### src/hdl/usm_pkg.sv
// Shared types, codes and coil sequence tables for the stepper move sequencer.
package usm_pkg;

    // Item kinds carried on the input tuser
    typedef enum logic [1:0] {
        FUNC_TICK    = 2'd0,
        FUNC_MOVE    = 2'd1,
        FUNC_STOP    = 2'd2,
        FUNC_SET_POS = 2'd3
    } usm_func_t;

    // Configuration register indexes
    localparam logic [1:0] CFG_MIN_DELAY = 2'd0;
    localparam logic [1:0] CFG_MAX_DELAY = 2'd1;
    localparam logic [1:0] CFG_MAX_POS   = 2'd2;
    localparam logic [1:0] CFG_STEP_MODE = 2'd3;

    // Register reset values
    localparam logic [15:0] MIN_DELAY_RESET = 16'd1000;
    localparam logic [15:0] MAX_DELAY_RESET = 16'd10000;
    localparam logic [15:0] MAX_POS_RESET   = 16'd0;

    // Speed scale: full speed is 100
    localparam logic [6:0] SPEED_FULL = 7'd100;
    localparam logic [6:0] ROUND_HALF = 7'd50;

    // Exact floor(x / 100) for x < 2**23: (x * ceil(2**30 / 100)) >> 30
    localparam int          SUM_W       = 23;
    localparam int          RECIP_W     = 24;
    localparam int          PROD_W      = SUM_W + RECIP_W;
    localparam logic [23:0] RECIP_100   = 24'd10737419;
    localparam int          RECIP_SHIFT = 30;

    // Coil ring in counter-clockwise order: A AB B BC C CD D DA
    localparam logic [3:0] SEQ_RING [8] = '{4'h1, 4'h3, 4'h2, 4'h6,
                                            4'h4, 4'hC, 4'h8, 4'h9};
    localparam logic [3:0] FULL_START = 4'h3;
    localparam logic [3:0] HALF_START = 4'h1;

    // Result fields produced by the motion logic
    typedef struct packed {
        logic [3:0]  coils;
        logic [15:0] position;
        logic [15:0] steps_left;
        logic        done;
        logic        stepped;
    } usm_status_t;

    // Next coil pattern, one step in the given direction
    function automatic logic [3:0] usm_next_coils(input logic [3:0] pat,
                                                  input logic ccw,
                                                  input logic half);
        logic [2:0] at;
        logic       found;
        logic [2:0] move;
        logic [2:0] idx;
        logic [3:0] res;
        found = 1'b1;
        at    = 3'd0;
        case (pat)
            4'h1:    at = 3'd0;
            4'h3:    at = 3'd1;
            4'h2:    at = 3'd2;
            4'h6:    at = 3'd3;
            4'h4:    at = 3'd4;
            4'hC:    at = 3'd5;
            4'h8:    at = 3'd6;
            4'h9:    at = 3'd7;
            default: found = 1'b0;
        endcase
        // full step from a two-phase pattern skips the single-phase one
        move = (half || !at[0]) ? 3'd1 : 3'd2;
        idx  = ccw ? (at + move) : (at - move);
        if (!found)
            res = half ? HALF_START : FULL_START;
        else
            res = SEQ_RING[idx];
        return res;
    endfunction

endpackage

### src/hdl/unipolar_stepper_move_sequencer.sv
// Top level of the unipolar stepper move sequencer: handshake pipeline and registers.
// Usage:
//   Input items arrive on s_tvalid/s_tready with the item kind in s_tuser
//   (tick, move, stop/query, set position) and its operands in s_tdata.
//   Every item yields exactly one result on m_tvalid/m_tready: coil pattern,
//   position, steps left, done, stepped and the step delay of the last move.
//   Registers (min/max delay, travel limit, step mode) are written through
//   cfg_valid/cfg_index/cfg_data, by the user only while no item is in flight;
//   the block does not enforce this. cfg_ready is always high.
// Timing:
//   Three register stages: input register, state update plus delay
//   products, reciprocal divide into the output register. An accepted item
//   passes the input, middle and output registers before m_tvalid rises;
//   one item per cycle is sustained while m_tready stays high.
// Reset:
//   rst_n clears the pipeline, turns all coils off, position and step count
//   to zero, done to one, and loads the register defaults.
// Stalls:
//   When m_tready is low the stages fill; s_tready drops only once all three
//   hold items, and results are held stable until taken.
module unipolar_stepper_move_sequencer #(
    parameter int POSITION_WIDTH   = 16,
    parameter int STEP_COUNT_WIDTH = 16
) (
    input  logic        clk,
    input  logic        rst_n,
    // input items
    input  logic        s_tvalid,
    output logic        s_tready,
    input  logic [39:0] s_tdata,   // speed[6:0], steps[22:7], direction[23], new_position[39:24]
    input  logic [1:0]  s_tuser,   // func[1:0]
    // result items
    output logic        m_tvalid,
    input  logic        m_tready,
    output logic [55:0] m_tdata,   // coils[3:0], position[19:4], steps_left[35:20],
                                   // done_res[36], stepped[37], step_delay_us[53:38], zero[55:54]
    // register writes
    input  logic        cfg_valid,
    output logic        cfg_ready,
    input  logic [1:0]  cfg_index,
    input  logic [15:0] cfg_data
);
    import usm_pkg::*;

    // configuration registers
    logic [15:0] min_delay_reg;
    logic [15:0] max_delay_reg;
    logic [15:0] max_pos_reg;
    logic        step_mode_reg;

    // pipeline registers
    logic        in_valid_reg;
    logic [39:0] in_data_reg;
    usm_func_t   in_func_reg;
    logic        mid_valid_reg;
    usm_status_t mid_status_reg;
    logic        mid_move_reg;
    logic        out_valid_reg;
    usm_status_t out_status_reg;
    logic [15:0] out_delay_reg;
    logic [15:0] delay_reg;
    logic [15:0] delay_next;

    logic        out_load;
    logic        mid_load;
    logic        in_load;
    usm_status_t status_next;
    logic [15:0] calc_delay;

    // stage advance: each stage moves on when the one after it frees up
    assign out_load = mid_valid_reg && (!out_valid_reg || m_tready);
    assign mid_load = in_valid_reg && (!mid_valid_reg || out_load);
    assign s_tready = !in_valid_reg || mid_load;
    assign in_load  = s_tvalid && s_tready;

    assign cfg_ready = 1'b1;

    // register writes
    always_ff @(posedge clk or negedge rst_n)
    begin
        if (!rst_n)
        begin
            min_delay_reg <= MIN_DELAY_RESET;
            max_delay_reg <= MAX_DELAY_RESET;
            max_pos_reg   <= MAX_POS_RESET;
            step_mode_reg <= 1'b0;
        end
        else if (cfg_valid)
        begin
            case (cfg_index)
                CFG_MIN_DELAY: min_delay_reg <= cfg_data;
                CFG_MAX_DELAY: max_delay_reg <= cfg_data;
                CFG_MAX_POS:   max_pos_reg   <= cfg_data;
                CFG_STEP_MODE: step_mode_reg <= cfg_data[0];
                default:       step_mode_reg <= step_mode_reg;
            endcase
        end
    end

    // valid bits
    always_ff @(posedge clk or negedge rst_n)
    begin
        if (!rst_n)
        begin
            in_valid_reg  <= 1'b0;
            mid_valid_reg <= 1'b0;
            out_valid_reg <= 1'b0;
            delay_reg     <= '0;
        end
        else
        begin
            if (in_load)
                in_valid_reg <= 1'b1;
            else if (mid_load)
                in_valid_reg <= 1'b0;

            if (mid_load)
                mid_valid_reg <= 1'b1;
            else if (out_load)
                mid_valid_reg <= 1'b0;

            if (out_load)
            begin
                out_valid_reg <= 1'b1;
                delay_reg     <= delay_next;
            end
            else if (m_tready)
                out_valid_reg <= 1'b0;
        end
    end

    // payload registers
    always_ff @(posedge clk)
    begin
        if (in_load)
        begin
            in_data_reg <= s_tdata;
            in_func_reg <= usm_func_t'(s_tuser);
        end
        if (mid_load)
        begin
            mid_status_reg <= status_next;
            mid_move_reg   <= (in_func_reg == FUNC_MOVE);
        end
        if (out_load)
        begin
            out_status_reg <= mid_status_reg;
            out_delay_reg  <= delay_next;
        end
    end

    // delay held from the last move, replaced as a move reaches the output
    assign delay_next = mid_move_reg ? calc_delay : delay_reg;

    usm_motion #(
        .POSITION_WIDTH   (POSITION_WIDTH),
        .STEP_COUNT_WIDTH (STEP_COUNT_WIDTH)
    ) u_motion (
        .clk          (clk),
        .rst_n        (rst_n),
        .item_en      (mid_load),
        .func         (in_func_reg),
        .steps        (in_data_reg[22:7]),
        .direction    (in_data_reg[23]),
        .new_position (in_data_reg[39:24]),
        .max_position (max_pos_reg),
        .step_mode    (step_mode_reg),
        .status_next  (status_next)
    );

    usm_delay u_delay (
        .clk          (clk),
        .load_en      (mid_load),
        .speed        (in_data_reg[6:0]),
        .min_delay_us (min_delay_reg),
        .max_delay_us (max_delay_reg),
        .delay_us     (calc_delay)
    );

    // result packing
    assign m_tvalid = out_valid_reg;
    assign m_tdata  = {2'b00, out_delay_reg, out_status_reg.stepped, out_status_reg.done,
                       out_status_reg.steps_left, out_status_reg.position,
                       out_status_reg.coils};

endmodule

### src/hdl/usm_delay.sv
// Two-stage step delay calculation: weighted line value, then divide by 100.
module usm_delay (
    input  logic        clk,
    input  logic        load_en,
    input  logic [6:0]  speed,
    input  logic [15:0] min_delay_us,
    input  logic [15:0] max_delay_us,
    output logic [15:0] delay_us
);
    import usm_pkg::*;

    logic [6:0]        speed_sat;
    logic [6:0]        speed_inv;
    logic [SUM_W-1:0]  sum_next;
    logic [SUM_W-1:0]  sum_reg;
    logic [PROD_W-1:0] prod;

    // Stage 1: max*(100-s) + min*s + 50, at most 6553550
    always_comb
    begin
        speed_sat = (speed > SPEED_FULL) ? SPEED_FULL : speed;
        speed_inv = SPEED_FULL - speed_sat;
        sum_next  = SUM_W'(SUM_W'(max_delay_us) * SUM_W'(speed_inv))
                  + SUM_W'(SUM_W'(min_delay_us) * SUM_W'(speed_sat))
                  + SUM_W'(ROUND_HALF);
    end

    always_ff @(posedge clk)
    begin
        if (load_en)
            sum_reg <= sum_next;
    end

    // Stage 2: reciprocal multiply, exact for the whole range of the sum
    assign prod     = PROD_W'(sum_reg) * PROD_W'(RECIP_100);
    assign delay_us = 16'(prod >> RECIP_SHIFT);

endmodule

### src/hdl/usm_motion.sv
// Coil, position, step count and idle state, updated once per item.
module usm_motion #(
    parameter int POSITION_WIDTH   = 16,
    parameter int STEP_COUNT_WIDTH = 16
) (
    input  logic               clk,
    input  logic               rst_n,
    input  logic               item_en,
    input  usm_pkg::usm_func_t func,
    input  logic [15:0]        steps,
    input  logic               direction,
    input  logic [15:0]        new_position,
    input  logic [15:0]        max_position,
    input  logic               step_mode,
    output usm_pkg::usm_status_t status_next
);
    import usm_pkg::*;

    localparam int CMP_W = (POSITION_WIDTH > 16) ? POSITION_WIDTH : 16;

    logic [3:0]                  coils_reg, coils_next;
    logic [POSITION_WIDTH-1:0]   pos_reg, pos_next;
    logic [STEP_COUNT_WIDTH-1:0] rem_reg, rem_next;
    logic                        dir_reg, dir_next;
    logic                        idle_reg, idle_next;
    logic                        stepped;

    logic [CMP_W-1:0] pos_ext;
    logic [CMP_W-1:0] max_ext;
    logic             allowed;
    logic [15:0]      clamped_pos;

    // Travel limit check for the stored direction
    always_comb
    begin
        pos_ext = CMP_W'(pos_reg);
        max_ext = CMP_W'(max_position);
        if (pos_ext > max_ext)
            allowed = 1'b0;
        else if (dir_reg)
            allowed = (pos_reg != '0);
        else
            allowed = (pos_ext < max_ext);
        clamped_pos = (new_position > max_position) ? max_position : new_position;
    end

    // Next state for one item
    always_comb
    begin
        coils_next = coils_reg;
        pos_next   = pos_reg;
        rem_next   = rem_reg;
        dir_next   = dir_reg;
        idle_next  = idle_reg;
        stepped    = 1'b0;
        case (func)
            FUNC_TICK:
            begin
                if (!idle_reg)
                begin
                    if (!allowed || rem_reg == '0)
                        idle_next = 1'b1;
                    else
                    begin
                        coils_next = usm_next_coils(coils_reg, dir_reg, step_mode);
                        rem_next   = rem_reg - 1'b1;
                        pos_next   = dir_reg ? (pos_reg - 1'b1) : (pos_reg + 1'b1);
                        stepped    = 1'b1;
                    end
                end
            end
            FUNC_MOVE:
            begin
                rem_next  = STEP_COUNT_WIDTH'(steps);
                dir_next  = direction;
                idle_next = 1'b0;
            end
            FUNC_STOP:
                idle_next = 1'b1;
            FUNC_SET_POS:
                pos_next = POSITION_WIDTH'(clamped_pos);
            default:
                idle_next = idle_reg;
        endcase
    end

    always_ff @(posedge clk or negedge rst_n)
    begin
        if (!rst_n)
        begin
            coils_reg <= '0;
            pos_reg   <= '0;
            rem_reg   <= '0;
            dir_reg   <= 1'b0;
            idle_reg  <= 1'b1;
        end
        else if (item_en)
        begin
            coils_reg <= coils_next;
            pos_reg   <= pos_next;
            rem_reg   <= rem_next;
            dir_reg   <= dir_next;
            idle_reg  <= idle_next;
        end
    end

    // State after this item, as reported in the result
    always_comb
    begin
        status_next.coils      = coils_next;
        status_next.position   = 16'(pos_next);
        status_next.steps_left = 16'(rem_next);
        status_next.done       = idle_next;
        status_next.stepped    = stepped;
    end

endmodule

### config.mk
export PLATFORM = sky130hd
export DESIGN_NAME = unipolar_stepper_move_sequencer
export DESIGN_NICKNAME = d
export VERILOG_FILES = /design/src/hdl/usm_pkg.sv /design/src/hdl/unipolar_stepper_move_sequencer.sv /design/src/hdl/usm_delay.sv /design/src/hdl/usm_motion.sv
export SDC_FILE = /design/constraint.sdc
export NUM_CORES = 2
export LEC_CHECK = 0
export BUFFER_PORTS_ARGS = -buffer_cell sky130_fd_sc_hd__buf_2
export CORE_MARGIN = 10
export CORE_UTILIZATION = 40
export DETAILED_ROUTE_END_ITERATION = 10
export SYNTH_ARGS = -nofsm -noshare
export SYNTH_HDL_FRONTEND = slang
export SYNTH_SLANG_ARGS = --single-unit
### constraint.sdc
create_clock -name clk -period 23.6 [get_ports clk]
set_input_delay 4.72 -clock clk [delete_from_list [all_inputs] [get_ports clk]]
set_output_delay 4.72 -clock clk [all_outputs]
set_load 0.02 [all_outputs]
* After elaboration in Yosys (flattened, before gate mapping)
Memory sizes are Yosys's and may differ from the RTL's.
Index checks and enable logic that the tools add are counted.
** Storage, ports and cells
- Register bits :: 264
- Memory bits (read-only) :: 32
- Memories kept :: 1
** Operators by class
- $add $sub $neg :: 8
- Multipliers :: 3
- Order comparisons :: 5
- Equal/unequal tests :: 14
- Muxes and demuxes :: 39
- Bitwise gates (word level) :: 2
- Reductions and logical operators :: 27
** Memories
- (name not given) :: depth 8, width 4, rd ports 1, clocked after memory_dff 0, wr ports 0, line usm_pkg.sv:77 : res = SEQ_RING[idx];
** Operators by type and width (number)
- $mux 16 :: 7
- $pmux 16 s2 :: 2
- $mul 16x7->23 :: 2
- $mul 23x24->46 const B :: 1
- $gt 16x16->1 :: 2
- $sub 16x1->16 const B :: 2
- $mux 4 :: 6
- $add 23x23->23 :: 1
- $add 23x6->23 const B :: 1
- $pmux 3 s7 :: 1
- $add 16x1->16 const B :: 1
- $logic_not 16->1 :: 1
- $lt 16x16->1 :: 1
- $reduce_bool 16->1 :: 1
- $mux 1 :: 15
- $eq 4x4->1 const B :: 3
- $mux 3 :: 4
- $reduce_and 2->1 :: 5
- $eq 2x2->1 const B :: 4
- $eq 4x2->1 const B :: 2
- $eq 4x3->1 const B :: 2
- $reduce_or 8->1 :: 1
- $gt 7x7->1 const B :: 1
- $mux 7 :: 1
- other kinds (16) :: 31

* Longest topological paths before layout
- Depth after elaboration :: 21
- Gate-level depth with buffers :: 32
- Gate-level depth less buffers :: 30

* Modules after synthesis
A second synthesis with hierarchy kept.
** Unflattened totals
- Cells, all modules :: 2698
- Area total of the unflattened synthesis :: 28969.0 sq um
** Modules (own cells, without submodules)
- usm_delay :: instances 1, cells each 1797, area an instance 17290.3 sq um
- unipolar_stepper_move_sequencer :: instances 1, cells each 312, area an instance 6906.6 sq um
- usm_motion :: instances 1, cells each 589, area an instance 4772.1 sq um

* Least setup slack after synthesis
OpenSTA, ideal clock, no wires.
- Kind :: input to output
- From :: input m_tready
- To :: output s_tready
- Arrival time :: 5071 ps
- Data required time :: 18880 ps
- Setup slack :: 13809 ps
- Cell stages on the path :: 2
- Cells stage by stage :: nor2b_1 -> nand3_1
** Between the ends
- Longest elaborated chain between the ends :: 5
** RTL lines
- from (decl) :: line unipolar_stepper_move_sequencer.sv:34 : input logic m_tready,
- $logic_or 1x1->1 :: line unipolar_stepper_move_sequencer.sv:71 : assign out_load = mid_valid_reg && (!out_valid_reg || m_tready);
- $logic_and 1x1->1 :: line unipolar_stepper_move_sequencer.sv:71
- $logic_or 1x1->1 :: line unipolar_stepper_move_sequencer.sv:72 : assign mid_load = in_valid_reg && (!mid_valid_reg || out_load);
- $logic_and 1x1->1 :: line unipolar_stepper_move_sequencer.sv:72
- $logic_or 1x1->1 :: line unipolar_stepper_move_sequencer.sv:73 : assign s_tready = !in_valid_reg || mid_load;
- to (decl) :: line unipolar_stepper_move_sequencer.sv:29 : output logic s_tready,
Every way passes these cells.

* Final worst setup path
Ends and elaborated chain as after synthesis.

==> qor.yml <==
outcome: "finished, final reports clean"
grt_pass1_vias: 21130
cts.path.max_buffers: 3
largest_reg_flops: 40
fmax_ghz: 0.1002
antenna_found_initial: 0
required_ns: 18.88
cp-end-kind: "output pin"
wl_um: 69590
grt_start_max_net_pins: 58
htreeDepth: 1
yosysTopAreaCellShare_pct: 26.34
clock_skew_ns: 0.01751
max-slew-margin-rel_pct: 14.80
clk_pin_slew_ns: 0.07
cts_buffers: 29
grt_pass1_wl_um: 114800
synth_top_family_by_area: "adder cells"
yosysWarnings: 0
hold_buffers: 0
ys_seq_elements: 264
n_antenna_cell: 0
hold_violations: 0
cts_tree: "yes"
syn_area_um2: 28730
period_share_pct: 42.29
core_um2: 71360
synth_top_area_cell: "fa_1"
routabilityCongestion: 0.9217
syn_to_final_growth_pct: 9.385
synth-edff-count: 158
start_kind: "input pin"
yosys-top-cells-count: "578 x inv_1, 378 x fa_1, 367 x ha_1"
clock-root-buffer: "clkbuf_16"
dp_hpwl_um: 57330
maxSlewViolCount: 0
crit_end: "s_tready"
yosys.cell_count.top_type: "inv_1"
hold_path_class: "flip-flop to flip-flop"
synthesis.instances: 2696
grt_use_total_pct: 17.21
cp-startpoint: "m_tready"
setup_violations: 0
drt-initial-drc-count: 1120
vias: 19480
synth_compound_area_share_pct: 7.464
min_period_ns: 9.981
r2r_cells: 31
placed_area_um2: 30400
clkSinkCount: 264
io_pins: 124
fillCellCount: 6736
path_max_fanout: 3
nNetsFinal: 3609
viasPerCell: 5.165
async_flop_share_pct: 40.15
synthTopCellsByArea: "fa_1 26%, edfxtp_1 17%, ha_1 16%, dfrtp_1 8.2%, inv_1 7.6%"
design_area_um2: 31430
regArea_um2: 7412
rrSetupSlack_ns: 14.83
fp.dieW_um: 288.0
tightestPinTransition_ns: 1.273
syn_avg_cell_area_um2: 10.66
multi_input_area_um2: 18890
drcViolationCount: 0
start_util_pct: 40.26
maxCapViolCount: 0
drt_pass1_iterations: 6
antenna_left: 0
ys.flop_type: "edfxtp_1"
synth_xor_area_share_pct: 2.195
cts_setup_buffers: 0
ys_seq_area_share_pct: 25.80
die-area_um2: 82950
synthMuxAreaShare_pct: 4.512
setup_tns_ns: 0
fp-row-count: 98
r2r_end: "u_delay.sum_reg[22]"
cts_resized: 0
cp.arrival_ns: 5.26
worst_r2r_startpoint: "in_data_reg[5]"
crit_type: "input pin to output pin"
rsz0062_at_grt: "false"
die_y_um: 288.0
overflow: 0
synth_simple_gate_area_share_pct: 9.176
synthAdderAreaFrac_pct: 42.32
layout-drive-gt1-share_pct: 11.34
synth_cell_type_count: 70
avgRoutedWirePerCell_um: 18.45
io_buffers: 120
whs_path_depth: 0
clock_latency_ns: 0.58
-- critical path, stage by stage --
cell and delay [ns]:
buf_2 0.10, nor2b_1 0.13, nand3_1 0.13, buf_2 0.18
-- through the flow --
step	hold slack (ns)	setup slack [ns]	utilization, %	cells
finish	0.4092	13.62	44.04	3772
global route	0.4215	13.55	44.04	3772
CTS	0.4152	13.62	44.04	3772
detailed placement	0.4045	13.62	42.59	3718
global placement	0.4042	13.58	42.59	3718
floorplan	0.4003	13.81	-	2697
-- area by class of cell --
cell class | count | area share [%]
multi-input combinational | 1788 | 60.10
clock inverter | 20 | 0.8798
inverter | 578 | 6.903
tap | 950 | 3.782
sequential | 264 | 23.58
clock buffer | 34 | 2.401
timing repair buffer | 138 | 2.349
-- cell usage in the layout (no fill, tap or decap), types with 7 or more instances in the layout --
master,instances
xnor2_1,53
nand2b_1,14
edfxtp_1,158
nor2_1,77
inv_1,577
o221ai_1,8
or3_1,9
nor3_1,20
a221o_1,13
and2_1,125
fa_1,378
o21ai_0,84
o21a_1,9
mux2_2,100
nand3_1,20
dfrtp_1,94
dfstp_2,12
a21o_1,21
nand4_1,13
mux2i_1,17
or2_2,7
buf_4,19
nor2b_1,14
clkbuf_16,29
o211ai_1,15
and3_1,23
a21oi_1,79
a22oi_1,30
a31oi_1,9
ha_1,367
o21bai_1,12
nor4_1,8
buf_2,119
nand2_1,173
xor2_1,19
-- logic make-up after synthesis --
family / after synthesis
adders and majority gates: 745
buffers and inverters: 645
and+or+nand+nor: 523
AOI/OAI and AO/OA: 328
DFF: 264
muxes: 117
xor gates and xnor gates: 72
other: 2
-- worst min-delay path by stage --
| stage | slack [ns] | startpoint | to |
|---|---|---|---|
| 2_1_floorplan | 0.40 | mid_status_reg[34] | m_tdata[0] |
| 3_3_place_gp | 0.40 | mid_status_reg[26] | m_tdata[12] |
| 3_5_place_dp | 0.40 | mid_status_reg[4] | m_tdata[22] |
| 4_1_cts | 0.42 | mid_status_reg[23] | m_tdata[9] |
| 5_1_grt | 0.42 | mid_status_reg[3] | m_tdata[21] |
| 6_report | 0.41 | mid_status_reg[23] | m_tdata[9] |
-- routing by layer --
metal | vias to the layer above | track usage (%) | share of wire, %
met5 | - | 0 | 0
met4 | 0 | 3.959 | 2.2
met3 | 96 | 1.742 | 4.3
met2 | 476 | 29.64 | 49
met1 | 9901 | 23.07 | 44
li1 | 9008 | - | -
Power is left out: the tool's default activity adds up to more than one toggle a clock period on the data nets, which glitch-free logic cannot reach.
